### src/sv/jps_pkg.sv
`default_nettype none

package jps_pkg;

  localparam int unsigned IN_W   = 32;
  localparam int unsigned OUT_W  = 56;
  localparam int unsigned CFG_AW = 3;
  localparam int unsigned CFG_DW = 23;
  localparam int unsigned PC_W   = 4;

  // Register indexes of the configuration port.
  localparam logic [CFG_AW-1:0] REG_KP   = 3'd0;
  localparam logic [CFG_AW-1:0] REG_KD   = 3'd1;
  localparam logic [CFG_AW-1:0] REG_TLIM = 3'd2;
  localparam logic [CFG_AW-1:0] REG_INVM = 3'd3;
  localparam logic [CFG_AW-1:0] REG_ALO  = 3'd4;
  localparam logic [CFG_AW-1:0] REG_AHI  = 3'd5;

  localparam logic [15:0] KP_RESET   = 16'd256;
  localparam logic [15:0] KD_RESET   = 16'd0;
  localparam logic [22:0] TLIM_RESET = 23'h7FFFFF;
  localparam logic [15:0] INVM_RESET = 16'd256;
  localparam logic [15:0] ALO_RESET  = 16'h8000;
  localparam logic [15:0] AHI_RESET  = 16'h7FFF;

  // Velocity damping factor 0.85 in Q0.16.
  localparam logic [17:0] DAMP_Q16 = 18'd55706;

  // Multiplier operand selects.
  localparam logic [2:0] M_NONE     = 3'd0;
  localparam logic [2:0] M_KP_ERR   = 3'd1;
  localparam logic [2:0] M_KD_VEL   = 3'd2;
  localparam logic [2:0] M_TQ_IM    = 3'd3;
  localparam logic [2:0] M_PHI_DT   = 3'd4;
  localparam logic [2:0] M_PLO_DT   = 3'd5;
  localparam logic [2:0] M_SUM_DAMP = 3'd6;
  localparam logic [2:0] M_VEL_DT   = 3'd7;

  // Accumulator and write-back operations.
  localparam logic [3:0] A_NONE   = 4'd0;
  localparam logic [3:0] A_LOAD   = 4'd1;
  localparam logic [3:0] A_SUBTQ  = 4'd2;
  localparam logic [3:0] A_LOADP  = 4'd3;
  localparam logic [3:0] A_LOADSH = 4'd4;
  localparam logic [3:0] A_ADD    = 4'd5;
  localparam logic [3:0] A_SUMV   = 4'd6;
  localparam logic [3:0] A_VSAT   = 4'd7;
  localparam logic [3:0] A_ANG    = 4'd8;

  // Sequencer jump conditions.
  localparam logic [1:0] J_NEXT     = 2'd0;
  localparam logic [1:0] J_WAIT_IN  = 2'd1;
  localparam logic [1:0] J_WAIT_OUT = 2'd2;

  localparam logic [PC_W-1:0] LAST_STEP = 4'd14;

  typedef struct packed {
    logic [2:0] mul_sel;
    logic [3:0] acc_op;
  } dp_ctrl_t;

  typedef struct packed {
    dp_ctrl_t   dp;
    logic [1:0] jmp;
  } ucode_t;

  typedef struct packed {
    logic [15:0] kp;
    logic [15:0] kd;
    logic [22:0] tlim;
    logic [15:0] invm;
    logic [15:0] alo;
    logic [15:0] ahi;
  } cfg_t;

  function automatic ucode_t ucode_rom(input logic [PC_W-1:0] pc);
    ucode_t w;
    w = '{dp: '{mul_sel: M_NONE, acc_op: A_NONE}, jmp: J_NEXT};
    case (pc)
      4'd0:  w.jmp = J_WAIT_IN;
      4'd1:  w.dp.mul_sel = M_KP_ERR;
      4'd2:  w.dp = '{mul_sel: M_KD_VEL, acc_op: A_LOAD};
      4'd3:  w.dp.acc_op = A_SUBTQ;
      4'd4:  w.dp.mul_sel = M_TQ_IM;
      4'd5:  w.dp.acc_op = A_LOADP;
      4'd6:  w.dp.mul_sel = M_PHI_DT;
      4'd7:  w.dp = '{mul_sel: M_PLO_DT, acc_op: A_LOADSH};
      4'd8:  w.dp.acc_op = A_ADD;
      4'd9:  w.dp.acc_op = A_SUMV;
      4'd10: w.dp.mul_sel = M_SUM_DAMP;
      4'd11: w.dp.acc_op = A_VSAT;
      4'd12: w.dp.mul_sel = M_VEL_DT;
      4'd13: w.dp.acc_op = A_ANG;
      4'd14: w.jmp = J_WAIT_OUT;
      default: w.jmp = J_NEXT;
    endcase
    return w;
  endfunction

endpackage

`default_nettype wire

### src/sv/jps_datapath.sv
`default_nettype none

module jps_datapath (
  input  wire logic              clk,
  input  wire logic              rst_n,
  input  wire jps_pkg::dp_ctrl_t ctrl,
  input  wire jps_pkg::cfg_t     cfg,
  input  wire logic              in_load,
  input  wire logic [15:0]       target_in,
  input  wire logic [15:0]       dt_in,
  output logic [23:0]            torque,
  output logic [15:0]            angle,
  output logic [15:0]            velocity
);
  import jps_pkg::*;

  logic signed [15:0] target_r;
  logic        [15:0] dt_r;
  logic signed [15:0] angle_r, angle_nxt;
  logic signed [15:0] vel_r, vel_nxt;
  logic signed [23:0] torque_r, torque_nxt;
  logic signed [39:0] p_r;
  logic signed [57:0] acc_r, acc_nxt;
  logic signed [42:0] prod_r;

  logic signed [24:0] mul_a;
  logic signed [17:0] mul_b;
  logic signed [16:0] err;

  logic signed [33:0] diff;
  logic signed [25:0] raw, lim_p, lim_n;
  logic signed [33:0] q;
  logic signed [34:0] sum;
  logic signed [26:0] vs;
  logic signed [16:0] dang;
  logic signed [17:0] a18, ahi18, alo18;

  assign err = $signed({target_r[15], target_r}) - $signed({angle_r[15], angle_r});

  always_comb begin
    mul_a = '0;
    mul_b = '0;
    case (ctrl.mul_sel)
      M_KP_ERR: begin
        mul_a = $signed({9'd0, cfg.kp});
        mul_b = $signed({err[16], err});
      end
      M_KD_VEL: begin
        mul_a = $signed({9'd0, cfg.kd});
        mul_b = $signed({{2{vel_r[15]}}, vel_r});
      end
      M_TQ_IM: begin
        mul_a = $signed({torque_r[23], torque_r});
        mul_b = $signed({2'd0, cfg.invm});
      end
      M_PHI_DT: begin
        mul_a = $signed({p_r[39], p_r[39:16]});
        mul_b = $signed({2'd0, dt_r});
      end
      M_PLO_DT: begin
        mul_a = $signed({9'd0, p_r[15:0]});
        mul_b = $signed({2'd0, dt_r});
      end
      M_SUM_DAMP: begin
        mul_a = $signed({{7{acc_r[17]}}, acc_r[17:0]});
        mul_b = $signed(DAMP_Q16);
      end
      M_VEL_DT: begin
        mul_a = $signed({{9{vel_r[15]}}, vel_r});
        mul_b = $signed({2'd0, dt_r});
      end
      default: begin
        mul_a = '0;
        mul_b = '0;
      end
    endcase
  end

  always_comb begin
    // PD sum fits in 34 bits; arithmetic shifts round toward minus infinity.
    diff  = $signed(acc_r[33:0]) - $signed(prod_r[33:0]);
    raw   = 26'(diff >>> 8);
    lim_p = $signed({3'd0, cfg.tlim});
    lim_n = -lim_p;
    q     = $signed(acc_r[57:24]);
    sum   = $signed({{19{vel_r[15]}}, vel_r}) + $signed({q[33], q});
    vs    = $signed(prod_r[42:16]);
    dang  = $signed(prod_r[32:16]);
    a18   = $signed({{2{angle_r[15]}}, angle_r}) + $signed({dang[16], dang});
    ahi18 = $signed({{2{cfg.ahi[15]}}, cfg.ahi});
    alo18 = $signed({{2{cfg.alo[15]}}, cfg.alo});

    acc_nxt    = acc_r;
    torque_nxt = torque_r;
    vel_nxt    = vel_r;
    angle_nxt  = angle_r;
    case (ctrl.acc_op)
      A_LOAD:   acc_nxt = 58'(prod_r);
      A_SUBTQ: begin
        if (raw > lim_p) begin
          torque_nxt = lim_p[23:0];
        end else if (raw < lim_n) begin
          torque_nxt = lim_n[23:0];
        end else begin
          torque_nxt = raw[23:0];
        end
      end
      A_LOADSH: acc_nxt = 58'(prod_r) <<< 16;
      A_ADD:    acc_nxt = acc_r + 58'(prod_r);
      A_SUMV: begin
        // Anything beyond 18 bits saturates the damped velocity anyway.
        if (sum > 35'sd131071) begin
          acc_nxt = 58'sd131071;
        end else if (sum < -35'sd131072) begin
          acc_nxt = -58'sd131072;
        end else begin
          acc_nxt = 58'(sum);
        end
      end
      A_VSAT: begin
        if (vs > 27'sd32767) begin
          vel_nxt = 16'sh7FFF;
        end else if (vs < -27'sd32768) begin
          vel_nxt = 16'sh8000;
        end else begin
          vel_nxt = vs[15:0];
        end
      end
      A_ANG: begin
        // Upper limit first, so crossed limits end on the lower one.
        if (a18 > ahi18) begin
          angle_nxt = cfg.ahi;
        end else if (a18 < alo18) begin
          angle_nxt = cfg.alo;
        end else begin
          angle_nxt = a18[15:0];
        end
        if ((a18 > ahi18) && (ahi18 < alo18)) begin
          angle_nxt = cfg.alo;
        end
      end
      default: acc_nxt = acc_r;
    endcase
  end

  always_ff @(posedge clk) begin
    if (in_load) begin
      target_r <= target_in;
      dt_r     <= dt_in;
    end
    if (ctrl.mul_sel != M_NONE) begin
      prod_r <= mul_a * mul_b;
    end
    if (ctrl.acc_op == A_LOADP) begin
      p_r <= prod_r[39:0];
    end
    acc_r    <= acc_nxt;
    torque_r <= torque_nxt;
  end

  always_ff @(posedge clk) begin
    if (!rst_n) begin
      angle_r <= '0;
      vel_r   <= '0;
    end else begin
      angle_r <= angle_nxt;
      vel_r   <= vel_nxt;
    end
  end

  assign torque   = torque_r;
  assign angle    = angle_r;
  assign velocity = vel_r;

endmodule

`default_nettype wire

### src/sv/joint_pd_servo_top.sv
`default_nettype none

// PD position servo for one joint with a clamped torque. Each input item carries a
// target angle and a time step; each produces one result item with the applied torque,
// the new joint angle and the new angular velocity. A 15-step microprogram drives one
// shared 25x18 multiplier and an accumulator, so an item occupies the block from
// acceptance until its result is loaded into the result register, which happens only
// once the previous result has gone; the next item can be taken in the cycle after.
// Configuration writes belong to idle periods only. Joint angle and velocity reset
// to zero.

module joint_pd_servo_top (
  input  wire logic                           clk,
  input  wire logic                           rst_n,
  input  wire logic                           in_tvalid,
  output logic                                in_tready,
  // [15:0] target_angle, [31:16] time_step
  input  wire logic [jps_pkg::IN_W-1:0]       in_tdata,
  output logic                                out_tvalid,
  input  wire logic                           out_tready,
  // [23:0] applied_torque, [39:24] joint_angle_out, [55:40] joint_velocity_out
  output logic [jps_pkg::OUT_W-1:0]           out_tdata,
  input  wire logic                           cfg_we,
  input  wire logic [jps_pkg::CFG_AW-1:0]     cfg_addr,
  input  wire logic [jps_pkg::CFG_DW-1:0]     cfg_wdata
);
  import jps_pkg::*;

  logic [PC_W-1:0]  pc_r, pc_nxt;
  logic             out_valid_r;
  logic [OUT_W-1:0] out_data_r;
  cfg_t             cfg_r;
  ucode_t           uc;
  logic             in_acc;
  logic             out_free;
  logic             out_load;
  logic [23:0]      torque;
  logic [15:0]      angle;
  logic [15:0]      velocity;

  assign uc        = ucode_rom(pc_r);
  assign in_tready = (uc.jmp == J_WAIT_IN);
  assign in_acc    = in_tvalid && in_tready;
  assign out_free  = !out_valid_r || out_tready;
  assign out_load  = (uc.jmp == J_WAIT_OUT) && out_free;

  always_comb begin
    pc_nxt = pc_r;
    case (uc.jmp)
      J_WAIT_IN:  pc_nxt = in_acc ? pc_r + 1'b1 : pc_r;
      J_WAIT_OUT: pc_nxt = out_free ? '0 : pc_r;
      default:    pc_nxt = pc_r + 1'b1;
    endcase
  end

  always_ff @(posedge clk) begin
    if (!rst_n) begin
      pc_r        <= '0;
      out_valid_r <= 1'b0;
      cfg_r       <= '{kp: KP_RESET, kd: KD_RESET, tlim: TLIM_RESET,
                       invm: INVM_RESET, alo: ALO_RESET, ahi: AHI_RESET};
    end else begin
      pc_r <= pc_nxt;
      if (out_load) begin
        out_valid_r <= 1'b1;
      end else if (out_tready) begin
        out_valid_r <= 1'b0;
      end
      if (cfg_we) begin
        case (cfg_addr)
          REG_KP:   cfg_r.kp   <= cfg_wdata[15:0];
          REG_KD:   cfg_r.kd   <= cfg_wdata[15:0];
          REG_TLIM: cfg_r.tlim <= cfg_wdata[22:0];
          REG_INVM: cfg_r.invm <= cfg_wdata[15:0];
          REG_ALO:  cfg_r.alo  <= cfg_wdata[15:0];
          REG_AHI:  cfg_r.ahi  <= cfg_wdata[15:0];
          default:  cfg_r      <= cfg_r;
        endcase
      end
    end
  end

  always_ff @(posedge clk) begin
    if (out_load) begin
      out_data_r <= {velocity, angle, torque};
    end
  end

  jps_datapath u_dp (
    .clk       (clk),
    .rst_n     (rst_n),
    .ctrl      (uc.dp),
    .cfg       (cfg_r),
    .in_load   (in_acc),
    .target_in (in_tdata[15:0]),
    .dt_in     (in_tdata[31:16]),
    .torque    (torque),
    .angle     (angle),
    .velocity  (velocity)
  );

  assign out_tvalid = out_valid_r;
  assign out_tdata  = out_data_r;

  // No second item is taken while the program runs.
  a_busy: assert property (@(posedge clk) disable iff (!rst_n)
    in_acc |=> !in_tready)
    else $error("input accepted while an item is in progress");

  // The result register is only overwritten once its item has gone.
  a_no_overwrite: assert property (@(posedge clk) disable iff (!rst_n)
    out_load |-> (!out_valid_r || out_tready))
    else $error("result overwritten before it was taken");

  // A new result appears only from the final program step.
  a_result_src: assert property (@(posedge clk) disable iff (!rst_n)
    $rose(out_valid_r) |-> ($past(pc_r) == LAST_STEP))
    else $error("result valid raised outside the final step");

endmodule

`default_nettype wire
### config.mk
export PLATFORM = sky130hd
export DESIGN_NAME = joint_pd_servo_top
export DESIGN_NICKNAME = d
export VERILOG_FILES = /design/src/sv/jps_pkg.sv /design/src/sv/jps_datapath.sv /design/src/sv/joint_pd_servo_top.sv
export SDC_FILE = /design/constraint.sdc
export NUM_CORES = 2
export LEC_CHECK = 0
export BUFFER_PORTS_ARGS = -buffer_cell sky130_fd_sc_hd__buf_2
export CAP_MARGIN = 10
export CORE_ASPECT_RATIO = 2
export CORE_MARGIN = 1
export CORE_UTILIZATION = 40
export DETAILED_ROUTE_END_ITERATION = 16
export HOLD_SLACK_MARGIN = 0.08
export SETUP_SLACK_MARGIN = 0.5
export SYNTH_ARGS = -nofsm -noshare
export SYNTH_HDL_FRONTEND = slang
export SYNTH_SLANG_ARGS = --single-unit
export TNS_END_PERCENT = 30
### constraint.sdc
create_clock -name clk -period 10.6 [get_ports clk]
set_input_delay 2.65 -clock clk [delete_from_list [all_inputs] [get_ports clk]]
set_output_delay 2.65 -clock clk [all_outputs]
set_load 0.02 [all_outputs]
Word-level counts from Yosys, hierarchy flattened
Index checks and enable logic that the tools add are counted.
Widths: inputs -> output; s select.
{"block": "totals", "word_cells": 111, "reg_bits": 393}
{"block": "op_classes", "order_cmp": 9, "add_sub_neg": 7, "reduce_logical": 18, "n_mux": 20, "mul": 1, "eq_ne": 38}
{"operator": "$pmux 58 s4", "count": 1}
{"operator": "$pmux 25 s7", "count": 1}
{"operator": "$mux 58", "count": 2}
{"operator": "$pmux 18 s5", "count": 1}
{"operator": "$mux 16", "count": 5}
{"operator": "$add 58x43->58", "count": 1}
{"operator": "$mul 25x18->43", "count": 1}
{"operator": "$add 16x34->35", "count": 1}
{"operator": "$gt 35x18->1 const B", "count": 1}
{"operator": "$lt 35x18->1 const B", "count": 1}
{"operator": "$sub 34x34->34", "count": 1}
{"operator": "$eq 4x3->1 const B", "count": 8}
{"operator": "$eq 4x4->1 const B", "count": 8}
{"operator": "$pmux 4 s8", "count": 1}
{"operator": "$gt 27x16->1 const B", "count": 1}
{"operator": "$lt 27x16->1 const B", "count": 1}
{"operator": "$gt 26x24->1", "count": 1}
{"operator": "$lt 26x26->1", "count": 1}
{"operator": "$neg 23->26", "count": 1}
{"operator": "$mux 24", "count": 1}
{"operator": "$mux 23", "count": 1}
{"operator": "$pmux 3 s7", "count": 1}
{"operator": "$add 16x17->18", "count": 1}
{"operator": "$eq 3x3->1 const B", "count": 6}
{"operator": "27 further kinds", "count": 45}

Longest topological paths before layout
{"block": "logic_depth", "word_depth": 6, "depth_mapped": 42, "mapped_depth_nobuf": 41}

Modules after synthesis
A second synthesis with hierarchy kept.
{"block": "hier_totals", "cells_unflattened": 4807, "area_unflattened_um2": 42976.2}
{"module": "jps_datapath", "cells_per_inst": 4227, "n_inst": 1, "seq_area_each_um2": 6556.3, "area_each_um2": 36988.0}
{"module": "joint_pd_servo_top", "cells_per_inst": 580, "n_inst": 1, "seq_area_each_um2": 3843.7, "area_each_um2": 5988.2}

Least setup slack after synthesis
No wires, ideal clock.
{"block": "synth_timing", "kind": "flip-flop to flip-flop", "startpoint": "reg u_dp.angle_r[2] (netlist: u_dp.angle[2])", "endpoint": "reg u_dp.prod_r[41], data pin", "path_stages_with_launch": 40, "t_required_ns": 10.342, "setup_time_ns": 0.258, "arrival_ns": 8.853, "slack_ns": 1.489, "synth_period_minus_slack_ns": 9.111, "n_path_buf": 1, "path_cell_list": "dfxtp_1 inv_1 ha_1 nor2b_1 o21ai_0 a21boi_1 o21ai_0 a21boi_0 o21ai_0 a21boi_1 o31a_1 or4_1 a31oi_1 xnor2_1 a221o_1 clkbuf_1 nand2_1 fa_1 [4 not listed] fa_1 inv_1 fa_1 inv_1 ha_1 a21o_1 a21o_1 a21o_1 a21o_1 a21oi_1 o21ai_0 nor3_1 a21oi_1 a41oi_1 a31oi_1 a31o_2 a21oi_1 xnor2_1"}
{"block": "synth_between", "elab_chain_len": 3}
{"element": "start: declaration", "line_no": "jps_datapath.sv:19", "rtl": "logic signed [15:0] angle_r, angle_nxt;"}
{"element": "start signal: assignment", "line_no": "jps_datapath.sv:166", "rtl": "angle_r <= angle_nxt;"}
{"element": "$sub 16x16->17", "line_no": "jps_datapath.sv:38", "rtl": "assign err = $signed({target_r[15], target_r}) - $signed({angle_r[15], angle_r});"}
{"element": "$pmux 18 s5", "line_no": "jps_datapath.sv:43", "rtl": "case (ctrl.mul_sel)"}
{"element": "$mul 25x18->43", "line_no": "jps_datapath.sv:152", "rtl": "prod_r <= mul_a * mul_b;"}
{"element": "end signal: assignment", "line_no": "jps_datapath.sv:152"}
{"element": "end: declaration", "line_no": "jps_datapath.sv:24", "rtl": "logic signed [42:0] prod_r;"}
Every way passes these cells.
A chain may end at the register's enable or synchronous reset.

Worst setup path after layout
{"block": "layout_timing", "startpoint": "reg u_dp.angle_r[0] (netlist: u_dp.angle[0])", "endpoint": "reg u_dp.prod_r[41], data pin"}
The elaborated chain is that of the path after synthesis.

==> out/results.md <==
| Step | Parameter | Value |
| --- | --- | --- |
| placement | Final RePlAce weighted congestion | 1.03 |
| worst setup path | Cell type group with the largest total delay on the critical path | adder cells |
| die | Num rows | 167 |
| die | Floorplan core area | 103,000 um2 |
| sta | Unrepaired setup endpoints after global routing | yes |
| power and ir drop | Static Leak | 20.3 nW |
| worst setup path | Critical path class | flop to flop |
| placement | Worst slack at placement | 0.514 ns |
| route | Vias after detailed routing | 35,749 |
| yosys | Mapped Avg Cell Area | 8.98 um2 |
| worst setup path | Origin of the worst setup path | u_dp.angle[0]$_SDFFE_PN0N_ |
| power and ir drop | Max IR drop VDD | 149 uV |
| die | Die span in x | 230 um |
| worst hold path | Hold_sp | cfg_r[89]$_SDFFE_PN0P_ |
| placement | Port Buffer Count | 120 |
| global route | Initial antenna violation count | 11 |
| global route | Via count of the first global-routing pass | 36,871 |
| clocking | Clock Root Buffer | sky130_fd_sc_hd__clkbuf_16 |
| sta | Worst Slack Setup Final | 0.849 ns |
| worst setup path | Req. time, crit path | 10.97 ns |
| final layout | Share of cells above drive strength 1 | 8.70% |
| clocking | Max H-tree Level | 2 |
| die | Initial Util | 40.4% |
| placement | HPWL reported at the end of detailed placement | 132 mm |
| worst setup path | Worst-path cell with the longest stage delay | sky130_fd_sc_hd__fa_1 |
| worst hold path | Cells on Worst Hold Path | 2 |
| sta | Transition at the pin with the smallest max-transition slack | 1.20 ns |
| sta | Layout Skew | 0.0367 ns |
| yosys | Yosys synthesis warning count | 0 |
| final layout | Area used by multi-input combinational logic | 28,200 um2 |
| worst setup path | Number of gates on the worst path with buffers counted | 40 |
| job | Max-capacitance violation count | 0 |
| route | Detailed-route wire length per cell | 26.8 um |
| global route | Largest net degree at the start of global routing | 92 |
| worst setup path | Maximum fanout along the worst path | 7 |
| sta | Number of hold violations in the final report | 0 |
| sta | Share of the clock period used by the worst path after layout | 92.0% |
| die | Height of the die | 459 um |
| route | DR vias/cell | 5.80 |
| sta | Endpoints failing setup | 0 |
| clocking | Insertion delay of the later-clocked pin in the worst-skew pair | 0.62 ns |
| route | Number of optimization iterations in the first detailed-route pass | 7 |
| clocking | Inserted Clock Buffers | 43 |
| yosys | Syn Inst Count | 4,650 |
| clocking | Clock edge transition at the registers on the reported setup and hold paths | 0.07 ns |
| power and ir drop | Total design power | 7.63 mW |
| route | Number of nets still failing antenna checks after routing | 0 |
| yosys | Flip-flop and latch count after synthesis | 393 |
| worst setup path | Launch instance of the worst register-to-register path | u_dp.angle[0]$_SDFFE_PN0N_ |
| final layout | Net count, final | 5,634 |
| clocking | Buffers from clock root to sink, at most | 3 |
| worst hold path | Type of the worst min-delay path | flop to flop |
| yosys | Part of the Yosys area used for sequential elements | 24.9% |
| power and ir drop | Total power divided by cell area | 165 nW/um2 |
| global route | Global-route total usage across every layer | 31.1% |
| final layout | Storage cell area | 10,400 um2 |
| sta | Relative slew slack | 19.7% |
| worst setup path | CP peak stage delay | 0.57 ns |
| clocking | Total number of clock tree sinks | 393 |
| sta | Sum of negative setup slack | 0 ns |
| final layout | Fill cell total of the finished layout | 10,272 |
| global route | Wire length of the first global-routing pass | 238 mm |
| yosys | FFs w/ async S/R, synth | 0% |
| worst setup path | Data arrival, critical path | 10.12 ns |
| yosys | Predominant post-synthesis flop cell | sky130_fd_sc_hd__edfxtp_1 |
| global route | Global route overflow | 0 |
| worst setup path | Worst r2r path cells | 40 |
| sta | Shortest clock period the worst path allows after layout | 9.75 ns |
| route | Final wirelength | 165 mm |
| yosys | Summed instance area of the synthesized netlist | 41,700 um2 |
| worst setup path | Cell with the most instances on the worst path | sky130_fd_sc_hd__fa_1 |
| route | Initial DRC Count | 2,629 |
| route | DRC Markers | 0 |
| worst setup path | Number of buffer and inverter stages on the critical path | 5 |
| worst setup path | CP Capture Type | flop |
| yosys | Share of the synthesized area in the top cell type | 20.9% |
| sta | Fin. max-slew vios | 0 |
| yosys | Count of flip-flops with a built-in enable after synthesis | 253 |
| yosys | Library cell occupying the most area in the post-synthesis netlist | sky130_fd_sc_hd__fa_1 |
| clocking | Clock tree from TritonCTS | done |
| yosys | Number of distinct standard cells referenced by the synthesized netlist | 88 |
| final layout | Post-Route Utilization | 44.6% |
| final layout | Area added between synthesis and finish | 10.5% |
| die | IO Pins | 121 |
| yosys | Largest cells by area after synthesis | sky130_fd_sc_hd__fa_1 (21%), sky130_fd_sc_hd__edfxtp_1 (18%), sky130_fd_sc_hd__ha_1 (11%), sky130_fd_sc_hd__dfxtp_1 (6.7%), sky130_fd_sc_hd__inv_1 (6.5%) |
| sta | Max Clk Rate | 103 MHz |
| run status | Run status | completed |
| worst setup path | Startpoint type of the worst setup path | flop |
| die | Die area | 106,000 um2 |
| clocking | Hold Buf Count CTS | 0 |
worst paths after layout:
path | slack [ns] | end
max | 0.85 | u_dp.prod_r[41]$_DFFE_PP_
min | 0.47 | cfg_r[89]$_SDFFE_PN0P_
max reg2reg | 0.85 | u_dp.prod_r[41]$_DFFE_PP_
min reg2reg | 0.47 | cfg_r[89]$_SDFFE_PN0P_
stage by stage:
step / cells / hold WS, ns / area [um2]
global placement: 6068 / 0.454 / 44500
finish: 6161 / 0.468 / 46100
CTS: 6148 / 0.468 / 46000
global route: 6160 / 0.486 / 46100
floorplan: 4657 / 0.428 / 41800
detailed placement: 6068 / 0.460 / 44500
repair_timing:
action | in CTS | in global routing
gates resized for setup | 1 | 14
setup endpoints to repair | 2 | 9
buffers inserted | 0 | 8
cloned | 0 | 1
pin swaps | 0 | 2
flip-flops by register name, indices dropped and copies added, names as in the netlist:
name           count
cfg_r            103
out_tdata         56
out_tvalid         1
pc_r               4
u_dp.acc_r        58
u_dp.angle        16
u_dp.dt_r         16
u_dp.p_r          40
u_dp.prod_r       43
u_dp.target_r     16
u_dp.torque       24
u_dp.velocity     16
kinds of logic after synthesis:
group	Yosys count	share of synthesized area [%]
adder cells (fa/ha/maj)	801	31.8
AND/OR/NAND/NOR	1322	13.9
AO/OA/AOI/OAI	1035	17.1
buffers and inverters	904	8.17
XOR/XNOR	182	3.82
other	2	0.0180
flip-flops	393	24.9
multiplexers	11	0.270
metal layers:
layer | GRT usage [%] | part of all wire (%) | up-vias | wire length [um]
met5 | 0 | 0.0067 | - | 11
met4 | 30.3 | 12 | 2 | 19700
met3 | 4.25 | 5.7 | 583 | 9400
met2 | 55.2 | 50 | 1523 | 82600
met1 | 30.6 | 32 | 17726 | 53200
li1 | - | - | 15915 | -
power breakdown:
group	leakage [nW]	switching, mW	internal (mW)
Sequential	3.47	0.259	1.87
Combinational	16.1	2.52	1.33
Clock	0.729	0.725	0.921
Total	20.3	3.50	4.13
layout by cell type (no fill, tap or decap), types with 18 or more instances in the layout:
cell type / synthesis / final
sky130_fd_sc_hd__inv_1: 718 / 718
sky130_fd_sc_hd__nand2_1: 528 / 528
sky130_fd_sc_hd__fa_1: 435 / 435
sky130_fd_sc_hd__nor2_1: 434 / 428
sky130_fd_sc_hd__ha_1: 366 / 366
sky130_fd_sc_hd__edfxtp_1: 253 / 253
sky130_fd_sc_hd__a21oi_1: 221 / 217
sky130_fd_sc_hd__o21ai_0: 180 / 174
sky130_fd_sc_hd__xnor2_1: 142 / 142
sky130_fd_sc_hd__dfxtp_1: 140 / 139
sky130_fd_sc_hd__buf_4: 0 / 131
sky130_fd_sc_hd__buf_2: 2 / 119
sky130_fd_sc_hd__a21boi_0: 90 / 90
sky130_fd_sc_hd__a21o_1: 85 / 85
sky130_fd_sc_hd__nand3_1: 63 / 62
sky130_fd_sc_hd__o211ai_1: 61 / 61
sky130_fd_sc_hd__a221oi_1: 63 / 60
sky130_fd_sc_hd__a22oi_1: 52 / 52
sky130_fd_sc_hd__nand2b_1: 45 / 45
sky130_fd_sc_hd__clkbuf_16: 0 / 45
sky130_fd_sc_hd__nor3_1: 43 / 43
sky130_fd_sc_hd__nor2b_1: 43 / 42
sky130_fd_sc_hd__xor2_1: 40 / 40
sky130_fd_sc_hd__a31oi_1: 36 / 34
sky130_fd_sc_hd__o21a_1: 30 / 30
sky130_fd_sc_hd__nand4_1: 29 / 29
sky130_fd_sc_hd__or2_2: 29 / 29
sky130_fd_sc_hd__a221o_1: 31 / 29
sky130_fd_sc_hd__and3_1: 21 / 21
sky130_fd_sc_hd__a211oi_1: 23 / 20
sky130_fd_sc_hd__o21bai_1: 18 / 18
cell usage after synthesis (43+ instances only):
master                     count
sky130_fd_sc_hd__a21oi_1     221
sky130_fd_sc_hd__nand3_1      63
sky130_fd_sc_hd__nand2_1     528
sky130_fd_sc_hd__a21o_1       85
sky130_fd_sc_hd__a21boi_0     90
sky130_fd_sc_hd__nor2b_1      43
sky130_fd_sc_hd__xnor2_1     142
sky130_fd_sc_hd__a221oi_1     63
sky130_fd_sc_hd__clkbuf_1    173
sky130_fd_sc_hd__o21ai_0     180
sky130_fd_sc_hd__inv_1       718
sky130_fd_sc_hd__ha_1        366
sky130_fd_sc_hd__dfxtp_1     140
sky130_fd_sc_hd__nand2b_1     45
sky130_fd_sc_hd__nor3_1       43
sky130_fd_sc_hd__a22oi_1      52
sky130_fd_sc_hd__o211ai_1     61
sky130_fd_sc_hd__edfxtp_1    253
sky130_fd_sc_hd__nor2_1      434
sky130_fd_sc_hd__fa_1        435
worst register-to-register path, delay by kind of cell, from the launching register on:
| family | cells | cell delay, ns |
|---|---|---|
| AOI/OAI and AO/OA | 20 | 3.76 |
| DFF | 1 | 0.34 |
| buffers and inverters | 5 | 0.59 |
| adders and majority gates | 9 | 4.12 |
| and+or+nand+nor | 5 | 0.59 |
| xor gates and xnor gates | 1 | 0.08 |
area by class of cell:
| type | instances | share of cell area (%) |
|---|---|---|
| flip-flops and latches | 393 | 22.5 |
| well taps | 1352 | 3.67 |
| clock buffers | 57 | 2.65 |
| diodes | 4 | 0.0217 |
| clock inverters | 23 | 0.599 |
| inverters | 719 | 5.85 |
| multi-input cells | 3361 | 61.2 |
| repair buffers | 252 | 3.51 |
No activity file was read; power rests on OpenSTA's default activity.
